--- src/design/tat_pkg.sv ---
// ----------------------------------------------------------------------------
// tat_pkg
// shared types and constants of the animated tile table
// ----------------------------------------------------------------------------
package tat_pkg;

  localparam int XY_W   = 16;
  localparam int FRM_W  = 16;
  localparam int CELL_W = 24;
  localparam int WID_W  = 13;
  localparam int PER_W  = 8;
  localparam int OP_W   = 3;
  localparam int ST_W   = 2;
  localparam int BLK_SH = 4;
  localparam int BLK_W  = XY_W - BLK_SH;
  localparam int PROD_W = BLK_W + WID_W;

  // operation codes
  localparam logic [OP_W-1:0] OP_TICK   = 3'd0;
  localparam logic [OP_W-1:0] OP_ADD    = 3'd1;
  localparam logic [OP_W-1:0] OP_REMOVE = 3'd2;
  localparam logic [OP_W-1:0] OP_CHECK  = 3'd3;
  localparam logic [OP_W-1:0] OP_CLEAR  = 3'd4;

  // result status codes
  localparam logic [ST_W-1:0] ST_OK     = 2'd0;
  localparam logic [ST_W-1:0] ST_DUP    = 2'd1;
  localparam logic [ST_W-1:0] ST_FULL   = 2'd2;
  localparam logic [ST_W-1:0] ST_ABSENT = 2'd3;

  // configuration register indexes
  localparam logic REG_WIDTH  = 1'b0;
  localparam logic REG_PERIOD = 1'b1;

  localparam logic [WID_W-1:0] WIDTH_RST  = 13'd256;
  localparam logic [PER_W-1:0] PERIOD_RST = 8'd2;

  // frame write source
  localparam logic [1:0] FS_START = 2'd0;
  localparam logic [1:0] FS_STEP  = 2'd1;
  localparam logic [1:0] FS_SHIFT = 2'd2;

  typedef struct packed {
    logic [XY_W-1:0]  x;
    logic [XY_W-1:0]  y;
    logic [FRM_W-1:0] start;
    logic [FRM_W-1:0] fin;
    logic             down;
  } ent_t;

  typedef struct packed {
    logic            lat_in;
    logic            idx_clr;
    logic            idx_inc;
    logic            rd_en;
    logic            rd_next;
    logic            ent_wr;
    logic            ent_wr_new;
    logic            frm_wr;
    logic [1:0]      frm_sel;
    logic            cnt_inc;
    logic            cnt_dec;
    logic            cnt_clr;
    logic            pd_reload;
    logic            pd_dec;
    logic            calc;
    logic            sum;
    logic            out_load;
    logic            out_wv;
    logic            out_last;
    logic [ST_W-1:0] out_status;
  } ctl_cmd_t;

  typedef struct packed {
    logic [OP_W-1:0] op;
    logic            match;
    logic            idx_last;
    logic            cnt_zero;
    logic            full;
    logic            pd_gt1;
    logic            out_free;
  } dp_stat_t;

endpackage

--- src/design/tat_ctrl.sv ---
// ----------------------------------------------------------------------------
// tat_ctrl
// sequencer of search, append, frame reset, compaction and animation step
// ----------------------------------------------------------------------------
module tat_ctrl (
  input  logic              clk,
  input  logic              rst_n,
  input  logic              in_valid,
  output logic              in_ready,
  input  tat_pkg::dp_stat_t stat,
  output tat_pkg::ctl_cmd_t cmd
);

  localparam logic [3:0] S_IDLE   = 4'd0;
  localparam logic [3:0] S_DISP   = 4'd1;
  localparam logic [3:0] S_SRD    = 4'd2;
  localparam logic [3:0] S_SCMP   = 4'd3;
  localparam logic [3:0] S_MISS   = 4'd4;
  localparam logic [3:0] S_AWR    = 4'd5;
  localparam logic [3:0] S_ARD    = 4'd6;
  localparam logic [3:0] S_AFW    = 4'd7;
  localparam logic [3:0] S_RRD    = 4'd8;
  localparam logic [3:0] S_RWR    = 4'd9;
  localparam logic [3:0] S_RTST   = 4'd10;
  localparam logic [3:0] S_TRD    = 4'd11;
  localparam logic [3:0] S_TCALC  = 4'd12;
  localparam logic [3:0] S_TADD   = 4'd13;
  localparam logic [3:0] S_TOUT   = 4'd14;
  localparam logic [3:0] S_EMIT   = 4'd15;

  logic [3:0]               state_r, state_nxt;
  logic [tat_pkg::ST_W-1:0] stat_r, stat_nxt;

  always_ff @(posedge clk) begin
    if (!rst_n) begin
      state_r <= S_IDLE;
      stat_r  <= tat_pkg::ST_OK;
    end else begin
      state_r <= state_nxt;
      stat_r  <= stat_nxt;
    end
  end

  assign in_ready = (state_r == S_IDLE);

  always_comb begin
    cmd       = '0;
    state_nxt = state_r;
    stat_nxt  = stat_r;
    unique case (state_r)
      S_IDLE: begin
        if (in_valid) begin
          cmd.lat_in  = 1'b1;
          cmd.idx_clr = 1'b1;
          state_nxt   = S_DISP;
        end
      end
      S_DISP: begin
        stat_nxt  = tat_pkg::ST_OK;
        state_nxt = S_EMIT;
        unique case (stat.op)
          tat_pkg::OP_TICK: begin
            if (stat.pd_gt1) begin
              cmd.pd_dec = 1'b1;
            end else begin
              cmd.pd_reload = 1'b1;
              if (!stat.cnt_zero) state_nxt = S_TRD;
            end
          end
          tat_pkg::OP_ADD, tat_pkg::OP_REMOVE, tat_pkg::OP_CHECK: begin
            state_nxt = stat.cnt_zero ? S_MISS : S_SRD;
          end
          tat_pkg::OP_CLEAR: begin
            cmd.cnt_clr   = 1'b1;
            cmd.pd_reload = 1'b1;
          end
          default: ;
        endcase
      end
      S_SRD: begin
        cmd.rd_en = 1'b1;
        state_nxt = S_SCMP;
      end
      S_SCMP: begin
        if (stat.match) begin
          state_nxt = S_EMIT;
          if (stat.op == tat_pkg::OP_ADD) begin
            stat_nxt = tat_pkg::ST_DUP;
          end else if (stat.op == tat_pkg::OP_REMOVE) begin
            stat_nxt = tat_pkg::ST_OK;
            if (stat.idx_last) cmd.cnt_dec = 1'b1;
            else               state_nxt   = S_RRD;
          end else begin
            stat_nxt = tat_pkg::ST_OK;
          end
        end else if (stat.idx_last) begin
          state_nxt = S_MISS;
        end else begin
          cmd.idx_inc = 1'b1;
          state_nxt   = S_SRD;
        end
      end
      S_MISS: begin
        state_nxt = S_EMIT;
        if (stat.op == tat_pkg::OP_ADD) begin
          if (stat.full) stat_nxt = tat_pkg::ST_FULL;
          else           state_nxt = S_AWR;
        end else begin
          stat_nxt = tat_pkg::ST_ABSENT;
        end
      end
      S_AWR: begin
        cmd.ent_wr     = 1'b1;
        cmd.ent_wr_new = 1'b1;
        cmd.cnt_inc    = 1'b1;
        cmd.idx_clr    = 1'b1;
        state_nxt      = S_ARD;
      end
      S_ARD: begin
        cmd.rd_en = 1'b1;
        state_nxt = S_AFW;
      end
      S_AFW: begin
        cmd.frm_wr  = 1'b1;
        cmd.frm_sel = tat_pkg::FS_START;
        if (stat.idx_last) begin
          stat_nxt  = tat_pkg::ST_OK;
          state_nxt = S_EMIT;
        end else begin
          cmd.idx_inc = 1'b1;
          state_nxt   = S_ARD;
        end
      end
      S_RRD: begin
        cmd.rd_en   = 1'b1;
        cmd.rd_next = 1'b1;
        state_nxt   = S_RWR;
      end
      S_RWR: begin
        cmd.ent_wr  = 1'b1;
        cmd.frm_wr  = 1'b1;
        cmd.frm_sel = tat_pkg::FS_SHIFT;
        cmd.idx_inc = 1'b1;
        state_nxt   = S_RTST;
      end
      S_RTST: begin
        if (stat.idx_last) begin
          cmd.cnt_dec = 1'b1;
          state_nxt   = S_EMIT;
        end else begin
          state_nxt = S_RRD;
        end
      end
      S_TRD: begin
        cmd.rd_en = 1'b1;
        state_nxt = S_TCALC;
      end
      S_TCALC: begin
        cmd.frm_wr  = 1'b1;
        cmd.frm_sel = tat_pkg::FS_STEP;
        cmd.calc    = 1'b1;
        state_nxt   = S_TADD;
      end
      S_TADD: begin
        cmd.sum   = 1'b1;
        state_nxt = S_TOUT;
      end
      S_TOUT: begin
        if (stat.out_free) begin
          cmd.out_load   = 1'b1;
          cmd.out_wv     = 1'b1;
          cmd.out_last   = stat.idx_last;
          cmd.out_status = tat_pkg::ST_OK;
          if (stat.idx_last) begin
            state_nxt = S_IDLE;
          end else begin
            cmd.idx_inc = 1'b1;
            state_nxt   = S_TRD;
          end
        end
      end
      S_EMIT: begin
        if (stat.out_free) begin
          cmd.out_load   = 1'b1;
          cmd.out_last   = 1'b1;
          cmd.out_status = stat_r;
          state_nxt      = S_IDLE;
        end
      end
      default: state_nxt = S_IDLE;
    endcase
  end

endmodule

--- config.mk ---
export PLATFORM = sky130hd
export DESIGN_NAME = tat_ctrl
export DESIGN_NICKNAME = d
export VERILOG_FILES = /design/src/design/tat_pkg.sv /design/src/design/tat_ctrl.sv
export SDC_FILE = /design/constraint.sdc
export NUM_CORES = 1
export LEC_CHECK = 0
export ABC_AREA = 1
export BUFFER_PORTS_ARGS = -buffer_cell sky130_fd_sc_hd__buf_2
export CAP_MARGIN = 20
export CORE_AREA = 2 2 50 52
export CTS_BUF_LIST = sky130_fd_sc_hd__clkbuf_16
export DETAILED_ROUTE_END_ITERATION = 8
export DIE_AREA = 0 0 52 54
export PLACE_DENSITY = 0.64
export RECOVER_POWER = 100
export SYNTH_ARGS = -nofsm -noshare
export SYNTH_HDL_FRONTEND = slang
export SYNTH_SLANG_ARGS = --single-unit
--- constraint.sdc ---
create_clock -name clk -period 2.3 [get_ports clk]
set_clock_uncertainty 0.05 [all_clocks]
set_input_delay 0.69 -clock clk [delete_from_list [all_inputs] [get_ports clk]]
set_output_delay 0.69 -clock clk [all_outputs]
set_load 0.01 [all_outputs]
## Word level (Yosys, flattened, before mapping)

Index checks and enable logic that the tools add are counted.

- Reduce and logical (&&, ||, !) cells: 8
- Eq/ne operators: 25
- Mux-type cells: 54

Operators with widths:

| operator | number |
|---|---|
| 4-bit case mux with 16 select lines | 1 |
| 4-bit two-way mux | 9 |
| 4-bit == test, second input constant | 8 |
| 3-bit two-way mux | 8 |
| 1-bit two-way mux | 21 |
| 4-bit by 3-bit == test with 1-bit output, second input constant | 4 |
| 2-bit two-way mux | 5 |
| 2-bit != test, second input constant | 5 |
| 3-bit case mux with 3 select lines | 1 |
| 4-bit by 2-bit == test with 1-bit output, second input constant | 2 |
| 1-bit case mux with 2 select lines | 4 |
| 2-bit case mux with 4 select lines | 1 |
| 4-bit case mux with 2 select lines | 1 |
| 3-bit by 2-bit == test with 1-bit output, second input constant | 2 |
| 3-bit case mux with 2 select lines | 1 |
| 5-bit two-way mux | 1 |
| 4-bit by 1-bit == test with 1-bit output, second input constant | 1 |
| 4-bit logical NOT | 1 |
| 1-bit case mux with 4 select lines | 1 |
| 4-bit AND reduction | 1 |
| 4-bit nonzero test | 1 |
| 4-bit OR reduction | 1 |
| 3-bit by 1-bit == test with 1-bit output, second input constant | 1 |
| 3-bit == test, second input constant | 1 |
| 5 further kinds | 5 |

- Input bits: 12
- Word-level logic and storage cells: 89
- Output and inout bits: 23
- Flip-flop bits (word level): 6

## Longest topological paths before layout

Gate-level depths: netlist of the first run.

- Word-level depth: 5
- Depth in mapped cells: 11
- Gate-level depth less buffers: 10

## Worst setup path after synthesis of the first run

OpenSTA, ideal clock, no wires.

- Kind: input port to output port
- From: in stat[8] (netlist name)
- To: out cmd[10] (netlist name)
- Setup slack: 217 ps
- Stages on the path: 3
- Buffers on the path: 0
- Data arrival time: 1343 ps
- Required time: 1560 ps
- Cell sequence: inv_1 nand3_1 o41ai_1

RTL lines:

| item | line | RTL |
|---|---|---|
| start: declaration | tat_ctrl.sv:10 | `input tat_pkg::dp_stat_t stat,` |
| end: declaration | tat_ctrl.sv:11 | `output tat_pkg::ctl_cmd_t cmd` |

==> flow_metrics.tcl, run 1 <==
set metrics [dict create \
    cts_buffer_depth 2 \
    finalSetupTns_ns 0 \
    rows 18 \
    dpl_cell_area_um2 938 \
    ys_warn_count 0 \
    numCtsBuffers 3 \
    hold_path.class "reg -> reg" \
    outcome "finished, final reports clean" \
    clock.fmax_mhz 438 \
    synth_fp_nets 154 \
    cts.sinks 6 \
    grt_max_degree 9 \
    final.period_utilization 0.993 \
    cp_data_arrival_time_ns 1.54 \
    wl_met3_um 165 \
    syn_avg_cell_area_um2 5.28 \
    wl_mm 2.41 \
    cts-root-buf "clkbuf_16" \
    antenna_found_initial 0 \
    startpoint_type "primary input" \
    ys_seq_area_frac 0.160 \
    grt_overflow_total 0 \
    dieArea_mm2 0.00281 \
    drt_iter0_drc 30 \
    crit_required_ns 1.56 \
    wl_met1_mm 1.11 \
    critPathMaxFanout 8 \
    drc 0 \
    relSlewSlack 0.799 \
    synthCells 142 \
    drt.antenna.violating_nets 0 \
    cts_tree "built" \
    vias 1024 \
    first_pass_iters 4 \
    setup_viol 0 \
    dp_hpwl_mm 1.99 \
    hold_depth 2 \
    ys_types 21 \
    synth.cell_area_um2 749 \
    criticalPathCategory "in -> out" \
    slew_viol_final 0 \
    syn_to_final_growth_pct 36.6 \
    initial_core_util 0.323 \
    wl_per_cell_um 11.6 \
    cts.clk_slew.worst_paths_ns 0.03 \
    drive_above_1_share 0.275 \
    rr_worst_depth 8 \
    layout_min_cycle_time_ns 2.28 \
    num_antenna_cells 0 \
    end_kind "output port" \
    viasPerCell 4.92 \
    die_w_um 52 \
    grt_first_pass_wirelength_mm 3.86 \
    p_leak_uw 0.000567 \
    fin_nets 192 \
    drv_cap 0 \
    hold_violations 0 \
    wl_met2_mm 1.09 \
    synth_seq_cells 6 \
    max-vdd-ir-drop_mv 0.758 \
    grt_pass1_vias 906 \
    hold_buffers 0 \
    power.density_mw_per_mm2 1230 \
    core_mm2 0.00232 \
    maxUsedRoutingLayer "met4" \
    routabilityCongestion 0.938 \
    cts.htree.levels 1 \
    ioPinCount 35 \
    io_buffers 34 \
    die_height_um 54 \
    gr-usage-all-layers 0.183 \
    tightest_slew_ns 0.300 \
    rsz0062_at_grt "yes" \
    clkLatencyLatePin_ns 0.22 \
    fin_area_mm2 0.00102 \
]
Yosys cell counts:
library cell | count | area share
nand2_2 | 3 | 0.025
nor2_4 | 2 | 0.030
a21oi_1 | 9 | 0.060
o21ai_2 | 1 | 0.012
o21ai_0 | 7 | 0.047
inv_1 | 24 | 0.12
nand3_1 | 12 | 0.080
nand3_2 | 1 | 0.013
inv_2 | 3 | 0.015
o41ai_1 | 1 | 0.012
nor3_1 | 1 | 0.0067
o211ai_1 | 1 | 0.010
o2111ai_1 | 1 | 0.012
nor2_2 | 3 | 0.025
buf_4 | 2 | 0.020
nor2_1 | 31 | 0.16
buf_6 | 1 | 0.015
nand2_4 | 1 | 0.015
dfxtp_1 | 6 | 0.16
nand4_1 | 2 | 0.017
nand2_1 | 30 | 0.15
power by group:
group	internal [uW]	switching [uW]
combinational	265	492
sequential	155	70.2
clock	223	54.7
total	643	617
final cells by class:
type                    count  area (um^2)
inverters                  27          105
flip-flops and latches      6          124
fillers                   260         1300
multi-input cells         106          509
well taps                  30         37.5
repair buffers             36          173
clock buffers               3         75.1
repair_timing:
action                                  4_1_cts  5_1_grt
buffers inserted                              0        1
gates resized for setup                       0        9
endpoints found under the setup margin        0        8
per-stage QoR:
step                std cells   util  setup slack, ns  power, uW  hold WS (ns)
finish                    208  0.441           0.0160       1260         0.417
floorplan                 142      -            0.217        760         0.390
detailed placement        204  0.405           0.0537        964         0.415
global placement          204  0.405           0.0964        951         0.404
CTS                       207  0.437           0.0119       1250         0.419
global route              208  0.441          -0.0348       1370         0.442
final timing paths:
path                                 start         end  slack (ns)
worst max-delay path               stat[4]     cmd[10]        0.02
worst min-delay path             stat_r[1]   stat_r[1]        0.42
worst max register to register  state_r[1]  state_r[1]        0.78
worst min register to register   stat_r[1]   stat_r[1]        0.42
critical path, stage by stage:
cell	delay, ns
buf_2	0.11
clkinvlp_4	0.17
o41ai_2	0.38
buf_2	0.19
placed cells by master, fill, tap and decap left out:
cell type   count
nand4_1         2
nor3_1          1
nand3_2         1
buf_2          24
clkinvlp_4      1
clkbuf_16       3
o2111ai_1       1
nor2_1         30
o21ai_2         1
nand2_1        31
inv_1          22
nor2_2          4
dfxtp_1         3
o211ai_1        1
nand2_2         2
nand2_4         1
o21ai_0         7
buf_4           2
nand3_1        12
a21oi_1         9
dfxtp_2         3
o41ai_2         1
clkbuf_1       10
inv_2           4
nor2_4          2
state kept, by name, indices dropped and copies added (netlist names):
| register | cells |
|---|---|
| stat_r | 2 |
| state_r | 4 |
per-layer routing:
metal  GRT usage  vias to the layer above
met3      0.0278                        8
met5           0                        -
met2       0.323                       45
met4      0.0702                        0
met1       0.224                      454
li1            -                      517
cell families (layout without fill, tap and decap cells):
family / count (synthesis) / count (layout) / share of synthesized area
buffers and inverters: 30 / 66 / 0.170
DFF: 6 / 6 / 0.160
and+or+nand+nor: 86 / 86 / 0.518
AOI/OAI and AO/OA: 20 / 20 / 0.152
Power figures use the tool's default switching activity.
==> run 2, diff against run 1 <==
--- a/config.mk
+++ b/config.mk
@@ -12,6 +12,7 @@
 export CTS_BUF_LIST = sky130_fd_sc_hd__clkbuf_16
 export DETAILED_ROUTE_END_ITERATION = 8
 export DIE_AREA = 0 0 52 54
+export MAX_ROUTING_LAYER = met4
 export PLACE_DENSITY = 0.64
 export RECOVER_POWER = 100
 export SYNTH_ARGS = -nofsm -noshare
==> run 2 against run 1 <==
  * Cell count is 0.48% lower
  * First-iteration DRC count is 20% lower
  * Critical path type unchanged
  * Fmax is 1.7% higher
  * Combinational power is 5.5% lower
  * Hold slack better by 0.0012 ns
  * Largest cell class unchanged
  * Register-to-register slack better by 0.07 ns
  * Wire length is 8.3% lower
  * Setup slack better by 0.038 ns
  * Utilization is 1.4 points lower
  * Final area is 3.2% lower
  * Clock power hardly changed
  * Sequential power hardly changed
==> flow_metrics.tcl, run 2 (synthesis gave the netlist of run 1 again) <==
set metrics [dict create \
    numCtsBuffers 3 \
    ioPinCount 35 \
    p_sw_uw 593 \
    dieArea_mm2 0.00281 \
    pre_cts_ws_ns 0.0718 \
    drive_above_1_share 0.232 \
    setup_slack_ns 0.0539 \
    criticalPathCategory "in -> out" \
    drt_iter0_drc 24 \
    cts_buffer_depth 2 \
    ctsResizeCount 0 \
    cts.sinks 6 \
    startpoint_type "primary input" \
    p_seq_frac 0.183 \
    final.period_utilization 0.977 \
    final_util 0.427 \
    critPathMaxFanout 5 \
    cts_tree "built" \
    viasPerCell 4.77 \
    postCtsSetupBuffers 0 \
    grt_overflow_total 0 \
    initial_core_util 0.323 \
    wl_mm 2.21 \
    power.density_mw_per_mm2 1220 \
    cts-root-buf "clkbuf_16" \
    grt_first_pass_wirelength_mm 3.56 \
    slew_viol_final 0 \
    first_pass_iters 4 \
    num_antenna_cells 0 \
    relSlewSlack 0.818 \
    comb_power_share 0.591 \
    largest_reg_flops 4 \
    cts.clk_slew.worst_paths_ns 0.03 \
    p_leak_uw 0.000557 \
    grt_max_degree 9 \
    clockPowerShare 0.227 \
    rows 18 \
    crit_required_ns 1.56 \
    setup_viol 0 \
    routabilityCongestion 0.948 \
    clkLatencyLatePin_ns 0.22 \
    p_int_uw 620 \
    die_w_um 52 \
    outcome "finished, final reports clean" \
    dp_hpwl_mm 1.85 \
    max-vdd-ir-drop_mv 0.657 \
    rsz0062_at_grt "yes" \
    io_buffers 34 \
    cp_data_arrival_time_ns 1.51 \
    clock.fmax_mhz 445 \
    dpl_cell_area_um2 938 \
    wl_per_cell_um 10.7 \
    antenna_found_initial 0 \
    drt.antenna.violating_nets 0 \
    most-common-layout-cells "32 x nand2_1, 32 x nor2_1, 23 x inv_1, 22 x buf_2, 13 x nand3_1" \
    end_kind "output port" \
    drv_cap 0 \
    hold_violations 0 \
    fin_nets 191 \
    hold_path.class "reg -> reg" \
    cts.htree.levels 1 \
    core_mm2 0.00232 \
    die_height_um 54 \
    tightest_slew_ns 0.269 \
    vias 988 \
    regMostFlops "state_r" \
    netSwitchingFraction 0.489 \
    drc 0 \
    finalNonFillerCells 207 \
    reg_top3 "state_r: 4 flops, stat_r: 2 flops" \
    layout_min_cycle_time_ns 2.25 \
    dp_cells 204 \
    hold_buffers 0 \
    fin_area_um2 991 \
    gr-usage-all-layers 0.173 \
    syn_to_final_growth_pct 32.2 \
    grt_pass1_vias 849 \
]
-- run 2: changes by cell type in the layout (fill, tap and decap cells not counted), sizes merged --
cell | before | now
clkbuf | 13 | 15
clkinvlp | 1 | 0
inv | 26 | 27
buf | 26 | 23
-- run 2: stage by stage --
| stage | hold WS (ns) | setup TNS, ns | power [uW] |
|---|---|---|---|
| 6_report | 0.418 | 0 | 1210 |
| 5_1_grt | 0.445 | -0.0103 | 1330 |
| 4_1_cts | 0.419 | 0 | 1230 |
| 3_5_place_dp | 0.412 | 0 | 950 |
| 3_3_place_gp | 0.404 | 0 | 952 |
| 2_1_floorplan | 0.390 | 0 | 760 |
-- run 2: power groups by stage --
| stage | clock network, uW | logic [uW] | registers, uW |
|---|---|---|---|
| finish | 275 | 716 | 222 |
| global route | 289 | 815 | 230 |
| CTS | 277 | 736 | 217 |
| detailed placement | 0 | 732 | 218 |
| global placement | 0 | 736 | 216 |
| floorplan | 0 | 569 | 192 |
-- run 2: worst max-delay path, stage by stage --
cell and delay [ns]:
buf_2 0.12, inv_1 0.10, nand3_1 0.09, o41ai_1 0.31, buf_2 0.19
-- run 2: path summary, 6_finish.rpt --
path	from	to	slack, ns	cells past startpoint
setup / recovery	stat[8]	cmd[10]	0.05	5
hold / removal	stat_r[1]	stat_r[1]	0.42	2
setup reg to reg	state_r[1]	state_r[3]	0.85	9
hold reg to reg	stat_r[1]	stat_r[1]	0.42	2
-- run 2: layout make-up --
cell class | instances | area [um^2]
Inverter | 27 | 101
Sequential cell | 6 | 124
Fill cell | 272 | 1330
Tap cell | 30 | 37.5
Timing Repair Buffer | 35 | 164
Clock buffer | 3 | 75.1
Multi-Input combinational cell | 106 | 489
-- run 2: routing by layer --
| layer | part of all wire | vias up | global-route usage |
|---|---|---|---|
| met1 | 0.46 | 422 | 0.202 |
| met3 | 0.089 | 4 | 0.0333 |
| met5 | 0 | - | - |
| met4 | 0.0077 | 0 | 0.0526 |
| met2 | 0.45 | 47 | 0.300 |
| li1 | - | 515 | - |
==> run 3, diff against run 2 <==
--- a/config.mk
+++ b/config.mk
@@ -6,7 +6,7 @@
 export NUM_CORES = 1
 export LEC_CHECK = 0
 export ABC_AREA = 1
-export BUFFER_PORTS_ARGS = -buffer_cell sky130_fd_sc_hd__buf_2
+export BUFFER_PORTS_ARGS = -buffer_cell sky130_fd_sc_hd__buf_4
 export CAP_MARGIN = 20
 export CORE_AREA = 2 2 50 52
 export CTS_BUF_LIST = sky130_fd_sc_hd__clkbuf_16
@@ -15,6 +15,7 @@
 export MAX_ROUTING_LAYER = met4
 export PLACE_DENSITY = 0.64
 export RECOVER_POWER = 100
+export REMOVE_ABC_BUFFERS = 1
 export SYNTH_ARGS = -nofsm -noshare
 export SYNTH_HDL_FRONTEND = slang
 export SYNTH_SLANG_ARGS = --single-unit
==> run 3 against run 2 <==
  * Fmax fell by 1.4%
  * Utilization rose by 3.7 points
  * Sequential cell count did not move
  * Combinational power rose by 8.5%
  * Register-to-register slack got worse by 0.05 ns
  * Sequential share of layout area fell by 0.99 points
  * First-iteration DRC count rose by 8.3%
  * Final area rose by 8.6%
  * Critical endpoint unchanged
  * Largest power group unchanged
==> flow_metrics.tcl, run 3 (synthesis gave the netlist of run 1 again) <==
set metrics [dict create \
    outcome "finished, final reports clean" \
    numCtsBuffers 3 \
    grt_max_degree 9 \
    criticalPathCategory "in -> out" \
    grt_first_pass_wirelength_mm 3.79 \
    slowest_delay_ns 0.31 \
    power.density_mw_per_mm2 1190 \
    vias 997 \
    cts-root-buf "clkbuf_16" \
    syn_to_final_growth_pct 43.6 \
    setup_viol 0 \
    die_w_um 52 \
    drc 0 \
    crit_family "buffers and inverters" \
    die_height_um 54 \
    viasPerCell 4.82 \
    cts.sinks 6 \
    reg_top3 "state_r: 4 flops, stat_r: 2 flops" \
    rows 18 \
    initial_core_util 0.323 \
    drt_iter0_drc 26 \
    whs_ns 0.410 \
    grt_pass1_vias 875 \
    slew_viol_final 0 \
    max-vdd-ir-drop_mv 0.820 \
    cpMostUsedCell "buf_4" \
    clkLatencyLatePin_ns 0.23 \
    relSlewSlack 0.824 \
    final.period_utilization 0.991 \
    core_mm2 0.00232 \
    layout_min_cycle_time_ns 2.28 \
    cts_tree "built" \
    p_leak_uw 0.000570 \
    regMostFlops "state_r" \
    gr-usage-all-layers 0.188 \
    end_kind "output port" \
    wl_per_cell_um 12.0 \
    postCtsSetupBuffers 0 \
    hold_path.class "reg -> reg" \
    final_util 0.464 \
    drive_above_1_share 0.266 \
    dieArea_mm2 0.00281 \
    fin_area_mm2 0.00108 \
    cts.htree.levels 1 \
    antenna_found_initial 0 \
    dpl_cell_area_mm2 0.00102 \
    setup_slack_ns 0.0218 \
    hold_buffers 0 \
    first_pass_iters 4 \
    largest_reg_flops 4 \
    final_common_cell "nand2_1" \
    ctsResizeCount 0 \
    cp_data_arrival_time_ns 1.54 \
    cts_buffer_depth 2 \
    routabilityCongestion 0.896 \
    tightest_slew_ns 0.261 \
    critPathMaxFanout 5 \
    drt.antenna.violating_nets 0 \
    crit_required_ns 1.56 \
    path_cells "buf_4 > inv_1 > nand3_1 > o41ai_2 > buf_4" \
    path_buf_inv 3 \
    ioPinCount 35 \
    pre_cts_ws_ns 0.0197 \
    most-common-layout-cells "31 x nand2_1, 30 x nor2_1, 24 x buf_4, 23 x inv_1, 12 x nand3_1" \
    cp_slowest_cell "o41ai_2" \
    startpoint_type "primary input" \
    fin_nets 191 \
    drv_cap 0 \
    cts.clk_slew.worst_paths_ns 0.03 \
    io_buffers 34 \
    clock.fmax_mhz 439 \
    wl_mm 2.48 \
    num_antenna_cells 0 \
    dp_hpwl_mm 2.09 \
    grt_overflow_total 0 \
    hold_violations 0 \
]
==> run 3: cell types whose count changed in the layout (fill, tap and decap cells not counted), moves of 2 or more <==
| cell | previous run | this run |
|---|---|---|
| buf_4 | 1 | 24 |
| nor2_2 | 2 | 4 |
| buf_2 | 22 | 0 |
| nor2_1 | 32 | 30 |
==> run 3: worst min-delay path, cell delays in order, from the launching register on <==
cell and delay (ns):
dfxtp_1 0.30, nand2_1 0.06, a21oi_1 0.05
==> run 3: worst paths after layout <==
kind,depth (start not counted),to,slack (ns),from
worst max-delay path,5,cmd[10],0.02,stat[8]
worst min-delay path,2,stat_r[1],0.41,stat_r[1]
worst max register to register,8,stat_r[0],0.80,state_r[0]
worst min register to register,2,stat_r[1],0.41,stat_r[1]
==> run 3: metal layers <==
layer,global-route usage,vias to the layer above,wire (um)
li1,-,513,-
met2,0.331,36,1210
met4,0.0570,0,42
met3,0.0500,4,141
met5,-,-,0
met1,0.208,444,1080
==> run 3: area by class of cell <==
cell class	count	area (um^2)
repair buffers	35	221
inverters	27	105
clock buffers	3	75.1
fillers	259	1240
well taps	30	37.5
flip-flops and latches	6	124
multi-input cells	106	513
==> run 3: per-stage QoR <==
step,std cells,total power [uW],TNS (ns)
final,207,1280,0
after global routing,207,1390,-0.00529
after CTS,207,1310,0
after detailed placement,204,1030,0
after global placement,204,1030,0
after floorplan,139,736,0
==> run 3: where the power goes <==
group	switching, uW	total (uW)	internal (uW)
clock network	53.6	276	223
registers	67.6	222	155
logic	504	777	274
total	625	1280	651
